File: src/hw/rtl/lrast_pkg.sv
// ----------------------------------------------------------------------------
// lrast_pkg
// Shared constants and types for the line rasterizer.
// ----------------------------------------------------------------------------
package lrast_pkg;

    // fixed field widths
    localparam int FRAME_DIM_BITS = 12;
    localparam int ADDR_BITS      = 22;
    localparam int COLOUR_BITS    = 32;
    localparam int CFG_IDX_BITS   = 1;

    // command opcodes
    localparam logic OP_START = 1'b0;
    localparam logic OP_TICK  = 1'b1;

    // configuration register indexes
    localparam logic [CFG_IDX_BITS-1:0] REG_FRAME_WIDTH  = 1'b0;
    localparam logic [CFG_IDX_BITS-1:0] REG_FRAME_HEIGHT = 1'b1;

    // configuration reset values
    localparam logic [FRAME_DIM_BITS-1:0] FRAME_WIDTH_RESET  = 12'd1280;
    localparam logic [FRAME_DIM_BITS-1:0] FRAME_HEIGHT_RESET = 12'd720;

    typedef logic [FRAME_DIM_BITS-1:0] t_frame_dim;
    typedef logic [ADDR_BITS-1:0]      t_addr;
    typedef logic [COLOUR_BITS-1:0]    t_colour;
    typedef logic [CFG_IDX_BITS-1:0]   t_cfg_idx;

    // frame geometry handed to the clip stage
    typedef struct packed {
        t_frame_dim width;
        t_frame_dim height;
    } t_frame_cfg;

endpackage

File: src/hw/rtl/lrast_in_if.sv
// ----------------------------------------------------------------------------
// lrast_in_if
// Command channel: start or tick words with endpoints and colour.
// ----------------------------------------------------------------------------
interface lrast_in_if #(
    parameter int COORD_BITS = 12
);
    logic                                    valid;
    logic                                    ready;
    logic                                    opcode;
    logic signed [COORD_BITS-1:0]            start_x;
    logic signed [COORD_BITS-1:0]            start_y;
    logic signed [COORD_BITS-1:0]            end_x;
    logic signed [COORD_BITS-1:0]            end_y;
    logic [lrast_pkg::COLOUR_BITS-1:0]       line_colour;

    modport source (
        output valid, opcode, start_x, start_y, end_x, end_y, line_colour,
        input  ready
    );
    modport sink (
        input  valid, opcode, start_x, start_y, end_x, end_y, line_colour,
        output ready
    );
endinterface

File: src/hw/rtl/lrast_out_if.sv
// ----------------------------------------------------------------------------
// lrast_out_if
// Pixel channel: one framebuffer write word per rasterized pixel.
// ----------------------------------------------------------------------------
interface lrast_out_if #(
    parameter int COORD_BITS = 12
);
    logic                                    valid;
    logic                                    ready;
    logic                                    write_enable;
    logic signed [COORD_BITS-1:0]            pixel_x;
    logic signed [COORD_BITS-1:0]            pixel_y;
    logic [lrast_pkg::ADDR_BITS-1:0]         pixel_address;
    logic [lrast_pkg::COLOUR_BITS-1:0]       pixel_colour;
    logic                                    last_pixel;

    modport source (
        output valid, write_enable, pixel_x, pixel_y, pixel_address,
               pixel_colour, last_pixel,
        input  ready
    );
    modport sink (
        input  valid, write_enable, pixel_x, pixel_y, pixel_address,
               pixel_colour, last_pixel,
        output ready
    );
endinterface

File: src/hw/rtl/lrast_cfg_if.sv
// ----------------------------------------------------------------------------
// lrast_cfg_if
// Configuration write channel: register index and write data.
// ----------------------------------------------------------------------------
interface lrast_cfg_if;
    logic                                    valid;
    logic                                    ready;
    logic [lrast_pkg::CFG_IDX_BITS-1:0]      index;
    logic [lrast_pkg::FRAME_DIM_BITS-1:0]    data;

    modport source (
        output valid, index, data,
        input  ready
    );
    modport sink (
        input  valid, index, data,
        output ready
    );
endinterface

File: src/hw/rtl/lrast_stepper.sv
// ----------------------------------------------------------------------------
// lrast_stepper
// Line setup and Bresenham step: holds the line state and the current pixel.
// ----------------------------------------------------------------------------
module lrast_stepper #(
    parameter int COORD_BITS = 12
) (
    input  logic                                i_clk,
    input  logic                                i_rst_n,
    input  logic                                i_accept,
    input  logic                                i_opcode,
    input  logic signed [COORD_BITS-1:0]        i_start_x,
    input  logic signed [COORD_BITS-1:0]        i_start_y,
    input  logic signed [COORD_BITS-1:0]        i_end_x,
    input  logic signed [COORD_BITS-1:0]        i_end_y,
    input  logic [lrast_pkg::COLOUR_BITS-1:0]   i_line_colour,
    input  logic                                i_advance,
    output logic                                o_valid,
    output logic signed [COORD_BITS-1:0]        o_x,
    output logic signed [COORD_BITS-1:0]        o_y,
    output logic [lrast_pkg::COLOUR_BITS-1:0]   o_colour,
    output logic                                o_last
);
    localparam int CB = COORD_BITS;
    localparam int EW = COORD_BITS + 3;

    // line state
    logic                          r_active;
    logic signed [CB-1:0]          r_cursor_x, n_cursor_x;
    logic signed [CB-1:0]          r_cursor_y, n_cursor_y;
    logic signed [CB-1:0]          r_major_end, n_major_end;
    logic signed [EW-1:0]          r_error, n_error;
    logic [CB-1:0]                 r_abs_dx, n_abs_dx;
    logic [CB-1:0]                 r_abs_dy, n_abs_dy;
    logic                          r_x_major, n_x_major;
    logic                          r_step_up, n_step_up;
    logic [lrast_pkg::COLOUR_BITS-1:0] r_colour, n_colour;
    logic                          r_valid, n_valid;
    logic                          r_last, n_last;
    logic                          n_active;

    // setup terms
    logic signed [CB:0]            dx, dy;
    logic signed [CB:0]            neg_dx, neg_dy;
    logic [CB-1:0]                 s_abs_dx, s_abs_dy;
    logic                          s_x_major;
    // step terms
    logic signed [EW-1:0]          two_dx, two_dy, two_dy_m_dx, two_dx_m_dy;
    logic signed [CB:0]            diff_dy_dx;
    logic [CB-1:0]                 minor_inc;

    // endpoint deltas and octant choice
    always_comb begin
        dx       = {i_end_x[CB-1], i_end_x} - {i_start_x[CB-1], i_start_x};
        dy       = {i_end_y[CB-1], i_end_y} - {i_start_y[CB-1], i_start_y};
        neg_dx   = -dx;
        neg_dy   = -dy;
        s_abs_dx = dx[CB] ? neg_dx[CB-1:0] : dx[CB-1:0];
        s_abs_dy = dy[CB] ? neg_dy[CB-1:0] : dy[CB-1:0];
        s_x_major = s_abs_dy <= s_abs_dx;
    end

    // error increments from the held deltas
    always_comb begin
        two_dx      = $signed({2'b00, r_abs_dx, 1'b0});
        two_dy      = $signed({2'b00, r_abs_dy, 1'b0});
        diff_dy_dx  = $signed({1'b0, r_abs_dy}) - $signed({1'b0, r_abs_dx});
        two_dy_m_dx = $signed({diff_dy_dx[CB], diff_dy_dx, 1'b0});
        two_dx_m_dy = -two_dy_m_dx;
        minor_inc   = r_step_up ? CB'(1) : {CB{1'b1}};
    end

    // next state
    always_comb begin
        n_active    = r_active;
        n_cursor_x  = r_cursor_x;
        n_cursor_y  = r_cursor_y;
        n_major_end = r_major_end;
        n_error     = r_error;
        n_abs_dx    = r_abs_dx;
        n_abs_dy    = r_abs_dy;
        n_x_major   = r_x_major;
        n_step_up   = r_step_up;
        n_colour    = r_colour;
        n_last      = r_last;
        n_valid     = r_valid & ~i_advance;
        if (i_accept) begin
            if (i_opcode == lrast_pkg::OP_START) begin
                n_abs_dx  = s_abs_dx;
                n_abs_dy  = s_abs_dy;
                n_colour  = i_line_colour;
                n_step_up = (dx[CB] && dy[CB]) ||
                            (!dx[CB] && dx != '0 && !dy[CB] && dy != '0);
                n_x_major = s_x_major;
                if (s_x_major) begin
                    if (!dx[CB]) begin
                        n_cursor_x  = i_start_x;
                        n_cursor_y  = i_start_y;
                        n_major_end = i_end_x;
                    end else begin
                        n_cursor_x  = i_end_x;
                        n_cursor_y  = i_end_y;
                        n_major_end = i_start_x;
                    end
                    n_error = $signed({2'b00, s_abs_dy, 1'b0}) -
                              $signed({3'b000, s_abs_dx});
                    n_last  = n_cursor_x >= n_major_end;
                end else begin
                    if (!dy[CB]) begin
                        n_cursor_x  = i_start_x;
                        n_cursor_y  = i_start_y;
                        n_major_end = i_end_y;
                    end else begin
                        n_cursor_x  = i_end_x;
                        n_cursor_y  = i_end_y;
                        n_major_end = i_start_y;
                    end
                    n_error = $signed({2'b00, s_abs_dx, 1'b0}) -
                              $signed({3'b000, s_abs_dy});
                    n_last  = n_cursor_y >= n_major_end;
                end
                n_active = ~n_last;
                n_valid  = 1'b1;
            end else if (r_active) begin
                if (r_x_major) begin
                    n_cursor_x = r_cursor_x + CB'(1);
                    if (r_error[EW-1]) begin
                        n_error = r_error + two_dy;
                    end else begin
                        n_cursor_y = r_cursor_y + minor_inc;
                        n_error    = r_error + two_dy_m_dx;
                    end
                    n_last = n_cursor_x >= r_major_end;
                end else begin
                    n_cursor_y = r_cursor_y + CB'(1);
                    if (r_error[EW-1] || r_error == '0) begin
                        n_error = r_error + two_dx;
                    end else begin
                        n_cursor_x = r_cursor_x + minor_inc;
                        n_error    = r_error + two_dx_m_dy;
                    end
                    n_last = n_cursor_y >= r_major_end;
                end
                n_active = ~n_last;
                n_valid  = 1'b1;
            end
        end
    end

    // control state
    always_ff @(posedge i_clk) begin
        if (!i_rst_n) begin
            r_active <= 1'b0;
            r_valid  <= 1'b0;
        end else begin
            r_active <= n_active;
            r_valid  <= n_valid;
        end
    end

    // line and pixel payload
    always_ff @(posedge i_clk) begin
        r_cursor_x  <= n_cursor_x;
        r_cursor_y  <= n_cursor_y;
        r_major_end <= n_major_end;
        r_error     <= n_error;
        r_abs_dx    <= n_abs_dx;
        r_abs_dy    <= n_abs_dy;
        r_x_major   <= n_x_major;
        r_step_up   <= n_step_up;
        r_colour    <= n_colour;
        r_last      <= n_last;
    end

    assign o_valid  = r_valid;
    assign o_x      = r_cursor_x;
    assign o_y      = r_cursor_y;
    assign o_colour = r_colour;
    assign o_last   = r_last;

endmodule

File: src/hw/rtl/lrast_clip.sv
// ----------------------------------------------------------------------------
// lrast_clip
// Frame clipping and address generation, with the output word register.
// ----------------------------------------------------------------------------
module lrast_clip #(
    parameter int COORD_BITS = 12
) (
    input  logic                                i_clk,
    input  logic                                i_rst_n,
    input  lrast_pkg::t_frame_cfg               i_frame,
    input  logic                                i_valid,
    input  logic signed [COORD_BITS-1:0]        i_x,
    input  logic signed [COORD_BITS-1:0]        i_y,
    input  logic [lrast_pkg::COLOUR_BITS-1:0]   i_colour,
    input  logic                                i_last,
    output logic                                o_advance,
    lrast_out_if.source                         o_pix
);
    localparam int CB     = COORD_BITS;
    localparam int DB     = lrast_pkg::FRAME_DIM_BITS;
    localparam int CMP_W  = (CB > DB) ? CB : DB;
    localparam int PROD_W = (CB + DB > lrast_pkg::ADDR_BITS) ? CB + DB
                                                              : lrast_pkg::ADDR_BITS;

    logic                          in_frame;
    logic [CMP_W-1:0]              x_ext, y_ext, w_ext, h_ext;
    logic [PROD_W-1:0]             row_base, addr_full;
    logic [lrast_pkg::ADDR_BITS-1:0] addr;

    logic                          r_valid;
    logic                          r_we;
    logic signed [CB-1:0]          r_x, r_y;
    logic [lrast_pkg::ADDR_BITS-1:0] r_addr;
    logic [lrast_pkg::COLOUR_BITS-1:0] r_colour;
    logic                          r_last;

    // in-frame test and row-major address
    always_comb begin
        x_ext     = CMP_W'($unsigned(i_x));
        y_ext     = CMP_W'($unsigned(i_y));
        w_ext     = CMP_W'(i_frame.width);
        h_ext     = CMP_W'(i_frame.height);
        in_frame  = !i_x[CB-1] && !i_y[CB-1] && (x_ext < w_ext) && (y_ext < h_ext);
        row_base  = PROD_W'($unsigned(i_y)) * PROD_W'(i_frame.width);
        addr_full = row_base + PROD_W'($unsigned(i_x));
        addr      = in_frame ? addr_full[lrast_pkg::ADDR_BITS-1:0] : '0;
    end

    // output word moves on when empty or taken
    assign o_advance = !r_valid || o_pix.ready;

    always_ff @(posedge i_clk) begin
        if (!i_rst_n) begin
            r_valid <= 1'b0;
        end else if (o_advance) begin
            r_valid <= i_valid;
        end
    end

    always_ff @(posedge i_clk) begin
        if (o_advance) begin
            r_we     <= in_frame;
            r_x      <= i_x;
            r_y      <= i_y;
            r_addr   <= addr;
            r_colour <= i_colour;
            r_last   <= i_last;
        end
    end

    assign o_pix.valid         = r_valid;
    assign o_pix.write_enable  = r_we;
    assign o_pix.pixel_x       = r_x;
    assign o_pix.pixel_y       = r_y;
    assign o_pix.pixel_address = r_addr;
    assign o_pix.pixel_colour  = r_colour;
    assign o_pix.last_pixel    = r_last;

endmodule

File: src/hw/rtl/line_rasterizer_core.sv
// ----------------------------------------------------------------------------
// line_rasterizer_core
// Bresenham line rasterizer producing framebuffer pixel write words.
// ----------------------------------------------------------------------------
// A start word loads two endpoints and a colour and yields the first pixel;
// each tick word yields the next pixel, the one at the end point marked with
// last_pixel, and ticks with no line running yield nothing. One command word
// is taken every clock unless pixel back-pressure stalls it, a rate set by the
// stepper's error update; its pixel is registered after the setup or error-term
// step in the stepper, then after the frame clip and y times width multiply.
// The user must write the frame size registers through the configuration
// channel only while no line is in flight; the block does not enforce this.
module line_rasterizer_core #(
    parameter int COORD_BITS = 12
) (
    input  logic          i_clk,
    input  logic          i_rst_n,
    lrast_in_if.sink      i_in,
    lrast_cfg_if.sink     i_cfg,
    lrast_out_if.source   o_pix
);
    lrast_pkg::t_frame_dim  r_frame_width;
    lrast_pkg::t_frame_dim  r_frame_height;
    lrast_pkg::t_frame_cfg  frame;

    logic                   accept;
    logic                   advance;
    logic                   s1_valid;
    logic signed [COORD_BITS-1:0] s1_x, s1_y;
    logic [lrast_pkg::COLOUR_BITS-1:0] s1_colour;
    logic                   s1_last;

    // configuration registers
    assign i_cfg.ready = 1'b1;

    always_ff @(posedge i_clk) begin
        if (!i_rst_n) begin
            r_frame_width  <= lrast_pkg::FRAME_WIDTH_RESET;
            r_frame_height <= lrast_pkg::FRAME_HEIGHT_RESET;
        end else if (i_cfg.valid) begin
            unique case (i_cfg.index)
                lrast_pkg::REG_FRAME_WIDTH:  r_frame_width  <= i_cfg.data;
                lrast_pkg::REG_FRAME_HEIGHT: r_frame_height <= i_cfg.data;
                default: ;
            endcase
        end
    end

    assign frame.width  = r_frame_width;
    assign frame.height = r_frame_height;

    // command word taken when the step stage is free or moving on
    assign i_in.ready = !s1_valid || advance;
    assign accept     = i_in.valid && i_in.ready;

    lrast_stepper #(
        .COORD_BITS (COORD_BITS)
    ) u_stepper (
        .i_clk         (i_clk),
        .i_rst_n       (i_rst_n),
        .i_accept      (accept),
        .i_opcode      (i_in.opcode),
        .i_start_x     (i_in.start_x),
        .i_start_y     (i_in.start_y),
        .i_end_x       (i_in.end_x),
        .i_end_y       (i_in.end_y),
        .i_line_colour (i_in.line_colour),
        .i_advance     (advance),
        .o_valid       (s1_valid),
        .o_x           (s1_x),
        .o_y           (s1_y),
        .o_colour      (s1_colour),
        .o_last        (s1_last)
    );

    lrast_clip #(
        .COORD_BITS (COORD_BITS)
    ) u_clip (
        .i_clk     (i_clk),
        .i_rst_n   (i_rst_n),
        .i_frame   (frame),
        .i_valid   (s1_valid),
        .i_x       (s1_x),
        .i_y       (s1_y),
        .i_colour  (s1_colour),
        .i_last    (s1_last),
        .o_advance (advance),
        .o_pix     (o_pix)
    );

endmodule

File: src/flat_wrapper.sv
// flat-port wrapper written by rule: the top's interface ports become plain ports
module line_rasterizer_core_flat 
#(
    parameter int COORD_BITS = 12
)
  (i_clk, i_rst_n, i_in_valid, i_in_opcode, i_in_start_x, i_in_start_y, i_in_end_x, i_in_end_y, i_in_line_colour, i_in_ready, i_cfg_valid, i_cfg_index, i_cfg_data, i_cfg_ready, o_pix_valid, o_pix_write_enable, o_pix_pixel_x, o_pix_pixel_y, o_pix_pixel_address, o_pix_pixel_colour, o_pix_last_pixel, o_pix_ready);
  lrast_in_if #(.COORD_BITS(COORD_BITS)) i_in_i ();
  lrast_cfg_if i_cfg_i ();
  lrast_out_if #(.COORD_BITS(COORD_BITS)) o_pix_i ();
  input  logic i_clk;
  input  logic i_rst_n;
  input wire logic [$bits(i_in_i.valid)-1:0] i_in_valid;
  input wire logic [$bits(i_in_i.opcode)-1:0] i_in_opcode;
  input wire logic [$bits(i_in_i.start_x)-1:0] i_in_start_x;
  input wire logic [$bits(i_in_i.start_y)-1:0] i_in_start_y;
  input wire logic [$bits(i_in_i.end_x)-1:0] i_in_end_x;
  input wire logic [$bits(i_in_i.end_y)-1:0] i_in_end_y;
  input wire logic [$bits(i_in_i.line_colour)-1:0] i_in_line_colour;
  output wire logic [$bits(i_in_i.ready)-1:0] i_in_ready;
  input wire logic [$bits(i_cfg_i.valid)-1:0] i_cfg_valid;
  input wire logic [$bits(i_cfg_i.index)-1:0] i_cfg_index;
  input wire logic [$bits(i_cfg_i.data)-1:0] i_cfg_data;
  output wire logic [$bits(i_cfg_i.ready)-1:0] i_cfg_ready;
  output wire logic [$bits(o_pix_i.valid)-1:0] o_pix_valid;
  output wire logic [$bits(o_pix_i.write_enable)-1:0] o_pix_write_enable;
  output wire logic [$bits(o_pix_i.pixel_x)-1:0] o_pix_pixel_x;
  output wire logic [$bits(o_pix_i.pixel_y)-1:0] o_pix_pixel_y;
  output wire logic [$bits(o_pix_i.pixel_address)-1:0] o_pix_pixel_address;
  output wire logic [$bits(o_pix_i.pixel_colour)-1:0] o_pix_pixel_colour;
  output wire logic [$bits(o_pix_i.last_pixel)-1:0] o_pix_last_pixel;
  input wire logic [$bits(o_pix_i.ready)-1:0] o_pix_ready;
  assign i_in_i.valid = i_in_valid;
  assign i_in_i.opcode = i_in_opcode;
  assign i_in_i.start_x = i_in_start_x;
  assign i_in_i.start_y = i_in_start_y;
  assign i_in_i.end_x = i_in_end_x;
  assign i_in_i.end_y = i_in_end_y;
  assign i_in_i.line_colour = i_in_line_colour;
  assign i_in_ready = i_in_i.ready;
  assign i_cfg_i.valid = i_cfg_valid;
  assign i_cfg_i.index = i_cfg_index;
  assign i_cfg_i.data = i_cfg_data;
  assign i_cfg_ready = i_cfg_i.ready;
  assign o_pix_valid = o_pix_i.valid;
  assign o_pix_write_enable = o_pix_i.write_enable;
  assign o_pix_pixel_x = o_pix_i.pixel_x;
  assign o_pix_pixel_y = o_pix_i.pixel_y;
  assign o_pix_pixel_address = o_pix_i.pixel_address;
  assign o_pix_pixel_colour = o_pix_i.pixel_colour;
  assign o_pix_last_pixel = o_pix_i.last_pixel;
  assign o_pix_i.ready = o_pix_ready;
  line_rasterizer_core #(.COORD_BITS(COORD_BITS)) u_core (.i_clk(i_clk), .i_rst_n(i_rst_n), .i_in(i_in_i), .i_cfg(i_cfg_i), .o_pix(o_pix_i));
endmodule
File: config.mk
export PLATFORM = sky130hd
export DESIGN_NAME = line_rasterizer_core_flat
export DESIGN_NICKNAME = d
export VERILOG_FILES = /design/src/hw/rtl/lrast_pkg.sv /design/src/hw/rtl/lrast_in_if.sv /design/src/hw/rtl/lrast_out_if.sv /design/src/hw/rtl/lrast_cfg_if.sv /design/src/hw/rtl/lrast_stepper.sv /design/src/hw/rtl/lrast_clip.sv /design/src/hw/rtl/line_rasterizer_core.sv /design/src/flat_wrapper.sv
export SDC_FILE = /design/constraint.sdc
export NUM_CORES = 1
export LEC_CHECK = 0
export BUFFER_PORTS_ARGS = -buffer_cell sky130_fd_sc_hd__buf_2
export CAP_MARGIN = 25
export CORE_MARGIN = 5
export CORE_UTILIZATION = 55
export CTS_CLUSTER_SIZE = 40
export DETAILED_ROUTE_END_ITERATION = 16
export PLACE_DENSITY = 0.74
export SYNTH_ARGS = -nofsm -noshare
export SYNTH_HDL_FRONTEND = slang
export SYNTH_HIERARCHICAL = 1
export SYNTH_SLANG_ARGS = --single-unit
File: constraint.sdc
create_clock -name i_clk -period 13.12 [get_ports i_clk]
set_input_delay 2.624 -clock i_clk [delete_from_list [all_inputs] [get_ports i_clk]]
set_output_delay 2.624 -clock i_clk [all_outputs]
set_load 0.05 [all_outputs]
* After elaboration in Yosys (flattened, before gate mapping)
Cells that the tools add are included.
** Word-level totals
- Input port bits :: 99
- Register bits after elaboration :: 217
- Output and inout bits :: 83
** Cells by class
- Eq/ne operators :: 3
- Add/subtract/negate cells :: 17
- Bitwise gates (word level) :: 6
- Order comparisons :: 7
- $mul :: 1
- Mux-type cells :: 52
- Reductions and logical operators :: 27
** Operator list (number)
- 12-bit 2-to-1 mux :: 32
- 15-bit 2-to-1 mux :: 6
- 12-bit >= comparator :: 4
- 15-bit by 14-bit adder with 15-bit output :: 3
- 12-bit by 12-bit subtractor with 13-bit output :: 3
- 13-bit by 12-bit subtractor with 14-bit output :: 2
- 13-bit nonzero test :: 2
- 12-bit adder :: 2
- 12-bit by 2-bit adder with 12-bit output (second input constant) :: 2
- 12-bit < comparator :: 2
- 12-bit negator :: 2
- 22-bit by 12-bit adder with 22-bit output :: 1
- 12-bit by 12-bit multiplier with 22-bit output :: 1
- 15-bit adder :: 1
- 15-bit zero test :: 1
- 14-bit negator with 15-bit output :: 1
- 1-bit 2-to-1 mux :: 14
- 12-bit <= comparator :: 1
- 1-bit logical AND :: 8
- 2-bit AND reduction :: 4
- 1-bit zero test :: 6
- 3-bit != test (second input constant) :: 2
- 3-bit AND reduction :: 2
- 1-bit NOT :: 5
- other kinds (3) :: 6

* Logic depth before layout (Yosys ltp)
Gate-level depths: netlist of the first run.
- Depth after elaboration :: 13
- Depth in mapped cells :: 27
- Mapped depth without buffers :: 25

* Modules after synthesis
The synthesis of the first run kept the hierarchy.
** Modules (own cells, without submodules)
- lrast_stepper :: cells each 1418, area each 12214.2 µm², instances 1, sequential area each 3343.2 µm²
- lrast_clip :: cells each 775, area each 8117.8 µm², instances 1, sequential area each 2422.3 µm²
- line_rasterizer_core :: cells each 104, area each 982.2 µm², instances 1, sequential area each 480.5 µm²

* Worst setup path after synthesis of the first run
Ideal clock, no wire load.
- Kind :: input to output
- Start :: input o_pix_ready
- End :: output i_in_ready
- Arrival time :: 5.221 ns
- Path slack :: 5.275 ns
- Stages :: 2
- Cell sequence :: nand2b_1 -> nand2b_1
** Between the ends
- Longest elaborated chain between the ends :: 2
** RTL lines
- start, declared :: RTL line flat_wrapper.sv:31 : input wire logic [$bits(o_pix_i.ready)-1:0] o_pix_ready;
- 1-bit logical OR :: RTL line lrast_clip.sv:50 : assign o_advance = !r_valid || o_pix.ready;
- 1-bit logical OR :: RTL line line_rasterizer_core.sv:53 : assign i_in.ready = !s1_valid || advance;
- end, declared :: RTL line flat_wrapper.sv:19 : output wire logic [$bits(i_in_i.ready)-1:0] i_in_ready;
No other way between the ends.

* Worst setup path after layout of the first run
- Start :: input i_in_end_y[0]
- End :: register u_core.u_stepper.r_cursor_y[9], in the netlist u_core/u_stepper/o_y[9], data pin
** RTL lines
- start, declared :: RTL line flat_wrapper.sv:17 : input wire logic [$bits(i_in_i.end_y)-1:0] i_in_end_y;
- 12-bit by 12-bit subtractor with 13-bit output (*) :: RTL line lrast_stepper.sv:55 : dy = {i_end_y[CB-1], i_end_y} - {i_start_y[CB-1], i_start_y};
- 12-bit negator :: RTL line lrast_stepper.sv:57 : neg_dy = -dy;
- 12-bit 2-to-1 mux (*) :: RTL line lrast_stepper.sv:59 : s_abs_dy = dy[CB] ? neg_dy[CB-1:0] : dy[CB-1:0];
- via u_core.u_stepper.s_abs_dy[11] :: RTL line lrast_stepper.sv:45 : logic [CB-1:0] s_abs_dx, s_abs_dy;
- 12-bit <= comparator (*) :: RTL line lrast_stepper.sv:60 : s_x_major = s_abs_dy <= s_abs_dx;
- 12-bit 2-to-1 mux (*) :: RTL line lrast_stepper.sv:95 : if (s_x_major) begin
- 12-bit 2-to-1 mux (*) :: RTL line lrast_stepper.sv:88 : if (i_opcode == lrast_pkg::OP_START) begin
- end signal, assigned :: RTL line lrast_stepper.sv:164 : r_cursor_y <= n_cursor_y;
- end, declared :: RTL line lrast_stepper.sv:30 : logic signed [CB-1:0] r_cursor_y, n_cursor_y;
The timed path passes the listed nets; every way through them passes the cells marked *. The select of a mux whose other input is x is not followed.
A chain may end at the register's enable or synchronous reset.

==> results.py, run 1 <==
metrics = {
    "worst_setup_path": {
        "critPathMaxFanout": 23,
        "worstReg2RegEnd": "u_core/u_clip/o_pix.pixel_address[18]",
        "timing.reg2reg.setup_slack_ps": 7310,
        "cp.arrival_ps": 9060,
        "critPathRequiredTime_ps": 13520,
        "cp_slowest_stage_delay_ps": 690,
        "worst-setup-path-type": "input pin to register",
        "cpMaxStageDelayCell": "or4b_2",
        "worst_r2r_path_depth": 17,
        "r2r_start": "u_core/u_stepper/o_y[0]",
        "timing.critical_path.to_type": "register",
        "timing.critical_path.from": "i_in_end_y[0]",
        "startpoint_type": "input pin",
    },
    "logic_synthesis": {
        "proportion_of_register_bits_with_asynchronous_set_or_reset_after_synthesis": 0,
        "synth_seq_area_share": 0.2930,
        "syn-num-nets": 2725,
        "average_cell_area_after_synthesis_um2": 9.279,
        "basic_gate_share_of_the_synthesized_area_counting_and_or_nand_and_nor_cells": 0.1549,
        "synth_xor_xnor_area_share": 0.05952,
        "synth_flop_cell": "edfxtp_1",
        "number_of_synthesis_warnings": 6,
        "synth_compound_gate_area_share": 0.1652,
        "yosys_register_bits": 217,
        "yosys.area.top_type_share": 0.2677,
        "distinct_cell_type_count_of_the_synthesized_netlist": 114,
        "synthesis.area_um2": 21310,
        "synthMuxAreaShare": 0.01796,
        "synth-edff-count": 190,
        "synthCells": 2297,
        "post_synth_main_area_contributors": "edfxtp_1 27%, ha_1 12%, fa_1 11%",
        "synth-adder-area-share": 0.2362,
        "netlist.top_cell.by_area": "edfxtp_1",
        "main_combinational_cell_family_by_area_after_synthesis": "adder cells",
    },
    "cells_and_area": {
        "syn_to_final_growth_pct": 10.38,
        "nets": 2872,
        "drive_above_1_share": 0.1343,
        "post-route-cell-area_um2": 23530,
        "finish.cell_count_without_fillers": 2984,
        "filler_cell_count": 3325,
        "finish.utilization": 0.6116,
    },
    "cts": {
        "ctsLongestPathBuffers": 3,
        "cts-hold-fix-buffers": 0,
        "worstSkewPairLatency_ps": 560,
        "clk_transition_reported_paths_ps": 60,
        "cts_root_buf": "clkbuf_16",
        "cts_tree": "yes",
        "numClockSinks": 217,
        "htreeDepth": 1,
        "cts_bufs_inserted": 26,
        "cts_repair_resize_count": 0,
        "cts_setup_buffers": 0,
    },
    "route": {
        "starting_drt_drc_count": 1595,
        "remaining_drc_errors": 0,
        "drt-wirelength-per-cell_um": 19.83,
        "drt-pass1-iter-count": 6,
        "dr_total_vias": 17610,
        "final_antenna_net_count": 0,
        "routed_wirelength_mm": 59.17,
        "post_drt_via_cell_ratio": 5.900,
    },
    "place": {
        "detailedPlace.worstSlack_ps": 4071,
        "place.detailed.instances": 2934,
        "buffer_ports.inserted": 180,
        "detailed_place_hpwl_mm": 45.91,
        "routability_driven_placement_congestion_ratio": 1.032,
        "detailed_place.area_um2": 22680,
    },
    "global_routing": {
        "grt_overflow_total": 0,
        "grt.total_usage": 0.2726,
        "first_pass_grt_wire_length_mm": 92.60,
        "first_global_vias": 17330,
        "grt_max_degree": 62,
        "number_of_antenna_violations_at_the_first_check_in_global_routing": 4,
    },
    "pwr": {
        "vdd_ir_drop_max_mv": 0.1464,
        "p_leak_nw": 10.60,
        "pwr_density_nw_per_um2": 196.0,
        "power_mw": 4.611,
    },
    "floorplan": {
        "die_y_um": 206.9,
        "count_of_standard_cell_rows": 72,
        "fp.dieW_um": 206.9,
        "initial_utilization": 0.5541,
        "floorplan.io_pins": 182,
        "fp.dieArea_um2": 42790,
        "coreArea_um2": 38470,
    },
    "timing": {
        "setup_total_negative_slack_ps": 0,
        "final_min_period_over_clock_period": 0.6599,
        "hold_viol_final": 0,
        "report.final.setup_viol": 0,
        "grt_setup_unrepaired": "no",
        "worst-slew-pin-transition_ps": 1076,
        "maxClockFrequency_ghz": 0.1155,
        "finClkSkew_ps": 20.40,
        "max_slew_margin": 0.2802,
        "timing_max_transition_violations_final": 0,
        "period_needed_ps": 8658,
        "fin_worst_hold_slack_ps": 419.2,
        "setup_slack_ps": 4462,
    },
    "outcome": {
        "status": "finished, final reports clean",
    },
    "hold_path": {
        "hold_path_end": "u_core/u_clip/o_pix.pixel_colour[25]",
        "hp-class": "register to register",
        "worstHoldStart": "u_core/u_stepper/o_colour[25]",
        "hold-path-cell-count": 0,
    },
    "flow_run": {
        "maxCapViolations": 0,
    },
}
[critical path, delay by kind of cell]
family / cells / cell delay [ps]
xor+xnor: 1 / 420
fa+ha+maj: 3 / 900
simple gates: 7 / 2090
mux: 1 / 330
buf+inv: 4 / 850
compound gates: 9 / 1790
[state kept, by name (all words and copies together) (netlist names)]
register	count
u_core/u_stepper/r_step_up	1
u_core/u_stepper/o_y	12
u_core/u_clip/o_pix.pixel_y	12
u_core/u_stepper/o_x	12
u_core/u_stepper/r_major_end	12
u_core/u_stepper/r_abs_dx	12
u_core/u_clip/o_pix.pixel_x	12
u_core/u_clip/o_pix.write_enable	1
u_core/u_stepper/o_colour	32
u_core/u_clip/o_pix.pixel_address	22
u_core/u_stepper/r_error	15
u_core/r_frame_height	12
u_core/u_clip/o_pix.pixel_colour	32
u_core/u_stepper/r_abs_dy	12
u_core/u_stepper/o_last	1
u_core/u_clip/o_pix.last_pixel	1
u_core/u_clip/o_pix.valid	1
u_core/r_frame_width	12
u_core/u_stepper/r_active	1
u_core/u_stepper/r_x_major	1
u_core/u_stepper/o_valid	1
[final cells by class]
type	count	area [µm²]	area share
sequential	217	6246	0.2655
clock inverter	18	181.4	0.007711
antenna	2	5.005	0.0002127
multi-input combinational	1689	13550	0.5758
inverter	307	1152	0.04898
clock buffer	30	665.6	0.02829
tap	518	648.1	0.02755
timing repair buffer	203	1081	0.04595
[how the worst max path moves through the flow]
| stage | to | depth (start not counted) |
|---|---|---|
| detailed placement | u_core/u_stepper/o_x[10] | 24 |
| finish | u_core/u_stepper/o_y[9] | 25 |
| global placement | u_core/u_stepper/o_y[10] | 23 |
| CTS | u_core/u_stepper/o_x[10] | 24 |
| global route | u_core/u_stepper/o_y[6] | 27 |
| floorplan | i_in_ready | 2 |
[Yosys cell counts (all sizes together), types with 22 or more instances]
library cell,number
inv,307
a21oi,160
o22ai,39
nand2b,25
xnor2,88
nor3,31
xor2,53
nand3,40
dfxtp,27
ha,211
mux2i,33
nor2,143
a31oi,22
and3,27
nand2,217
o21ai,103
fa,118
and2,84
clkbuf,54
buf,30
a211oi,31
edfxtp,190
a21o,27
[kinds of logic after synthesis]
kind of cell | after synthesis
other | 1
and+or+nand+nor | 666
buffers and inverters | 391
adders and majority gates | 332
xor gates and xnor gates | 141
DFF | 217
AOI/OAI and AO/OA | 512
muxes | 37
[power by group]
group          internal [mW]  switching (mW)  leakage, nW
Combinational           1.14            1.74         8.07
Sequential             0.913           0.102         2.12
Clock                  0.409           0.307        0.403
[metal layers]
metal | wire length [µm] | GRT usage | share of wire
met1 | 24870 | 0.3657 | 0.42
met2 | 27310 | 0.4481 | 0.46
met3 | 5021 | 0.05171 | 0.085
met4 | 1941 | 0.09065 | 0.033
met5 | 39 | 0 | 0.00066
[placed cells by master (no fill, tap or decap), types with 8 or more instances in the layout]
cell and n:
o21ai_0 92, o21ai_1 8, nor2_1 142, o211ai_1 20, nand3_1 38, nand2_1 215
a21o_1 27, a21oi_1 155, o22ai_2 20, nor4_1 8, nand2b_1 23, o22ai_1 19
xnor2_1 86, clkbuf_16 26, buf_2 180, and3_1 27, inv_1 304, o21a_1 19
nand4_1 19, xor2_1 52, a211oi_2 8, mux2i_1 32, edfxtp_1 190, nor3b_1 8
o21bai_1 13, a211oi_1 21, ha_1 211, nor3_1 31, a31oi_1 18, dfxtp_1 27
buf_4 22, fa_1 118, nor2b_1 19, and2_1 83, or3_1 14
Note: power is estimated with default switching activity, not from simulation.
==> run 2: changes to the inputs <==
==> constraint.sdc (replaced) <==
create_clock -name i_clk -period 8.99 [get_ports i_clk]
set_input_delay 1.798 -clock i_clk [delete_from_list [all_inputs] [get_ports i_clk]]
set_output_delay 1.798 -clock i_clk [all_outputs]
set_load 0.05 [all_outputs]
==> run 2 against run 1 <==
Die area unchanged. Highest routed layer unchanged. Largest cell class unchanged. Design area up 0.18%. Clock-buffer cell count unchanged. Non-clock buffer count up 7. Global-route usage about the same. Sequential power up 44%. Sequential share of layout area about the same. Register-to-register slack worse by 4100 ps.
==> results.py, run 2 (synthesis gave the netlist of run 1 again) <==
metrics = {
    "floorplan": {
        "fp.dieArea_um2": 42790,
        "fp.dieW_um": 206.9,
        "count_of_standard_cell_rows": 72,
        "initial_utilization": 0.5541,
        "floorplan.io_pins": 182,
        "die_y_um": 206.9,
        "coreArea_um2": 38470,
    },
    "timing": {
        "period_needed_ps": 7526,
        "max_slew_margin": 0.3393,
        "finClkSkew_ps": 14.84,
        "hold_viol_final": 0,
        "setup_total_negative_slack_ps": 0,
        "worst-slew-pin-transition_ps": 991.0,
        "timing_max_transition_violations_final": 0,
        "grt_setup_unrepaired": "no",
        "final_min_period_over_clock_period": 0.8371,
        "report.final.setup_viol": 0,
        "fin_worst_hold_slack_ps": 413.1,
        "maxClockFrequency_ghz": 0.1329,
    },
    "route": {
        "drt-pass1-iter-count": 6,
        "dr_total_vias": 17480,
        "drt-wirelength-per-cell_um": 19.77,
        "remaining_drc_errors": 0,
        "post_drt_via_cell_ratio": 5.853,
        "final_antenna_net_count": 0,
        "starting_drt_drc_count": 1416,
        "routed_wirelength_mm": 59.04,
    },
    "place": {
        "routability_driven_placement_congestion_ratio": 0.9979,
        "buffer_ports.inserted": 180,
        "detailed_place_hpwl_mm": 45.88,
    },
    "global_routing": {
        "grt_overflow_total": 0,
        "first_pass_grt_wire_length_mm": 93.19,
        "number_of_antenna_violations_at_the_first_check_in_global_routing": 6,
        "grt_max_degree": 71,
        "grt.total_usage": 0.2724,
        "first_global_vias": 17490,
    },
    "cells_and_area": {
        "nets": 2878,
        "mostFrequentLayoutCell": "inv_1",
        "syn_to_final_growth_pct": 10.58,
        "drive_above_1_share": 0.1353,
        "layout_common_cells": "304 x inv_1, 215 x nand2_1, 211 x ha_1, 190 x edfxtp_1, 180 x buf_2",
    },
    "worst_setup_path": {
        "worst-setup-path-type": "input pin to register",
        "worstReg2RegEnd": "u_core/u_clip/o_pix.pixel_address[20]",
        "timing.critical_path.to_type": "register",
        "r2r_start": "u_core/u_stepper/o_y[7]",
        "worst_r2r_path_depth": 17,
        "critPathRequiredTime_ps": 9380,
        "timing.reg2reg.setup_slack_ps": 3240,
        "cp.arrival_ps": 7920,
        "worstSetupEndpoint": "u_core/u_stepper/o_y[5]",
        "timing.critical_path.from": "i_in_end_y[0]",
        "critPathMaxFanout": 22,
        "startpoint_type": "input pin",
    },
    "cts": {
        "worstSkewPairLatency_ps": 550,
        "htreeDepth": 1,
        "clk_transition_reported_paths_ps": 60,
        "numClockSinks": 217,
        "ctsLongestPathBuffers": 3,
        "cts_setup_buffers": 0,
        "cts_root_buf": "clkbuf_16",
        "cts_repair_resize_count": 0,
        "cts_bufs_inserted": 25,
        "cts-hold-fix-buffers": 0,
        "cts_tree": "yes",
    },
    "hold_path": {
        "hp-class": "register to register",
    },
    "flow_run": {
        "maxCapViolations": 0,
    },
    "pwr": {
        "pwr_density_nw_per_um2": 286.8,
        "p_leak_nw": 10.64,
        "vdd_ir_drop_max_mv": 0.1749,
    },
    "outcome": {
        "status": "finished, final reports clean",
    },
}
[run 2: changes by cell type in the layout (fill, tap and decap cells not counted), moves of 2 or more]
cell | previous run | this run
bufinv_16 | 2 | 4
inv_6 | 3 | 0
clkinv_2 | 2 | 4
buf_4 | 22 | 29
clkinvlp_4 | 3 | 1
[run 2: power by group]
part | internal (mW) | leakage, nW | switching [mW]
clock network | 0.631 | 0.412 | 0.424
logic | 1.67 | 8.10 | 2.57
registers | 1.33 | 2.12 | 0.134
total | 3.63 | 10.6 | 3.13
[run 2: critical path: stages]
cell	delay (ps)
buf_2	110
inv_1	70
ha_1	220
fa_1	400
nand2b_2	250
a21oi_2	340
mux2i_1	340
a211oi_4	80
or4b_2	700
o31a_1	290
xor2_1	360
ha_1	230
nand3_1	90
nor2_1	160
o21ai_0	180
or3_1	340
a31o_2	210
nand3_1	60
o211ai_1	130
o21ai_4	330
inv_2	390
nand3_2	480
o21ai_0	160
a21oi_1	160
[run 2: layout make-up]
cell class / instances / area, µm²
diodes: 1 / 2.502
clock buffers: 30 / 644.4
clock inverters: 15 / 201.4
fillers: 3235 / 14900
inverters: 307 / 1152
multi-input cells: 1689 / 13540
flip-flops and latches: 217 / 6246
well taps: 518 / 648.1
repair buffers: 210 / 1134
[run 2: worst min-delay path by stage]
stage / start / end / slack, ps / cells after the start
floorplan: u_core/u_stepper/o_last / u_core/u_clip/o_pix.last_pixel / 400 / 0
finish: u_core/u_stepper/o_colour[24] / u_core/u_clip/o_pix.pixel_colour[24] / 410 / 0
detailed placement: u_core/u_stepper/o_colour[24] / u_core/u_clip/o_pix.pixel_colour[24] / 400 / 0
global route: u_core/u_stepper/o_colour[15] / u_core/u_clip/o_pix.pixel_colour[15] / 420 / 0
global placement: u_core/u_stepper/o_colour[20] / u_core/u_clip/o_pix.pixel_colour[20] / 400 / 0
CTS: u_core/u_stepper/o_colour[24] / u_core/u_clip/o_pix.pixel_colour[24] / 420 / 0
[run 2: metrics by stage]
step | worst slack (ps) | instances | area [µm²] | utilization | total power [mW]
3_3_place_gp | 1178 | 2940 | 22710 | 0.5903 | 5.522
3_5_place_dp | 987.9 | 2941 | 22720 | 0.5907 | 5.662
2_1_floorplan | 2212 | 2297 | 21310 | - | 4.715
6_report | 1464 | 2987 | 23570 | 0.6127 | 6.760
4_1_cts | 1538 | 2986 | 23570 | 0.6127 | 6.743
5_1_grt | 1091 | 2986 | 23570 | 0.6127 | 7.324
[run 2: metal layers]
metal / up-vias / wire length (µm) / global-route usage
met2: 725 / 27280 / 0.4522
met4: 10 / 2020 / 0.09301
met3: 123 / 4478 / 0.04093
met1: 8354 / 25190 / 0.3676
li1: 8270 / - / -
met5: - / 69 / 0
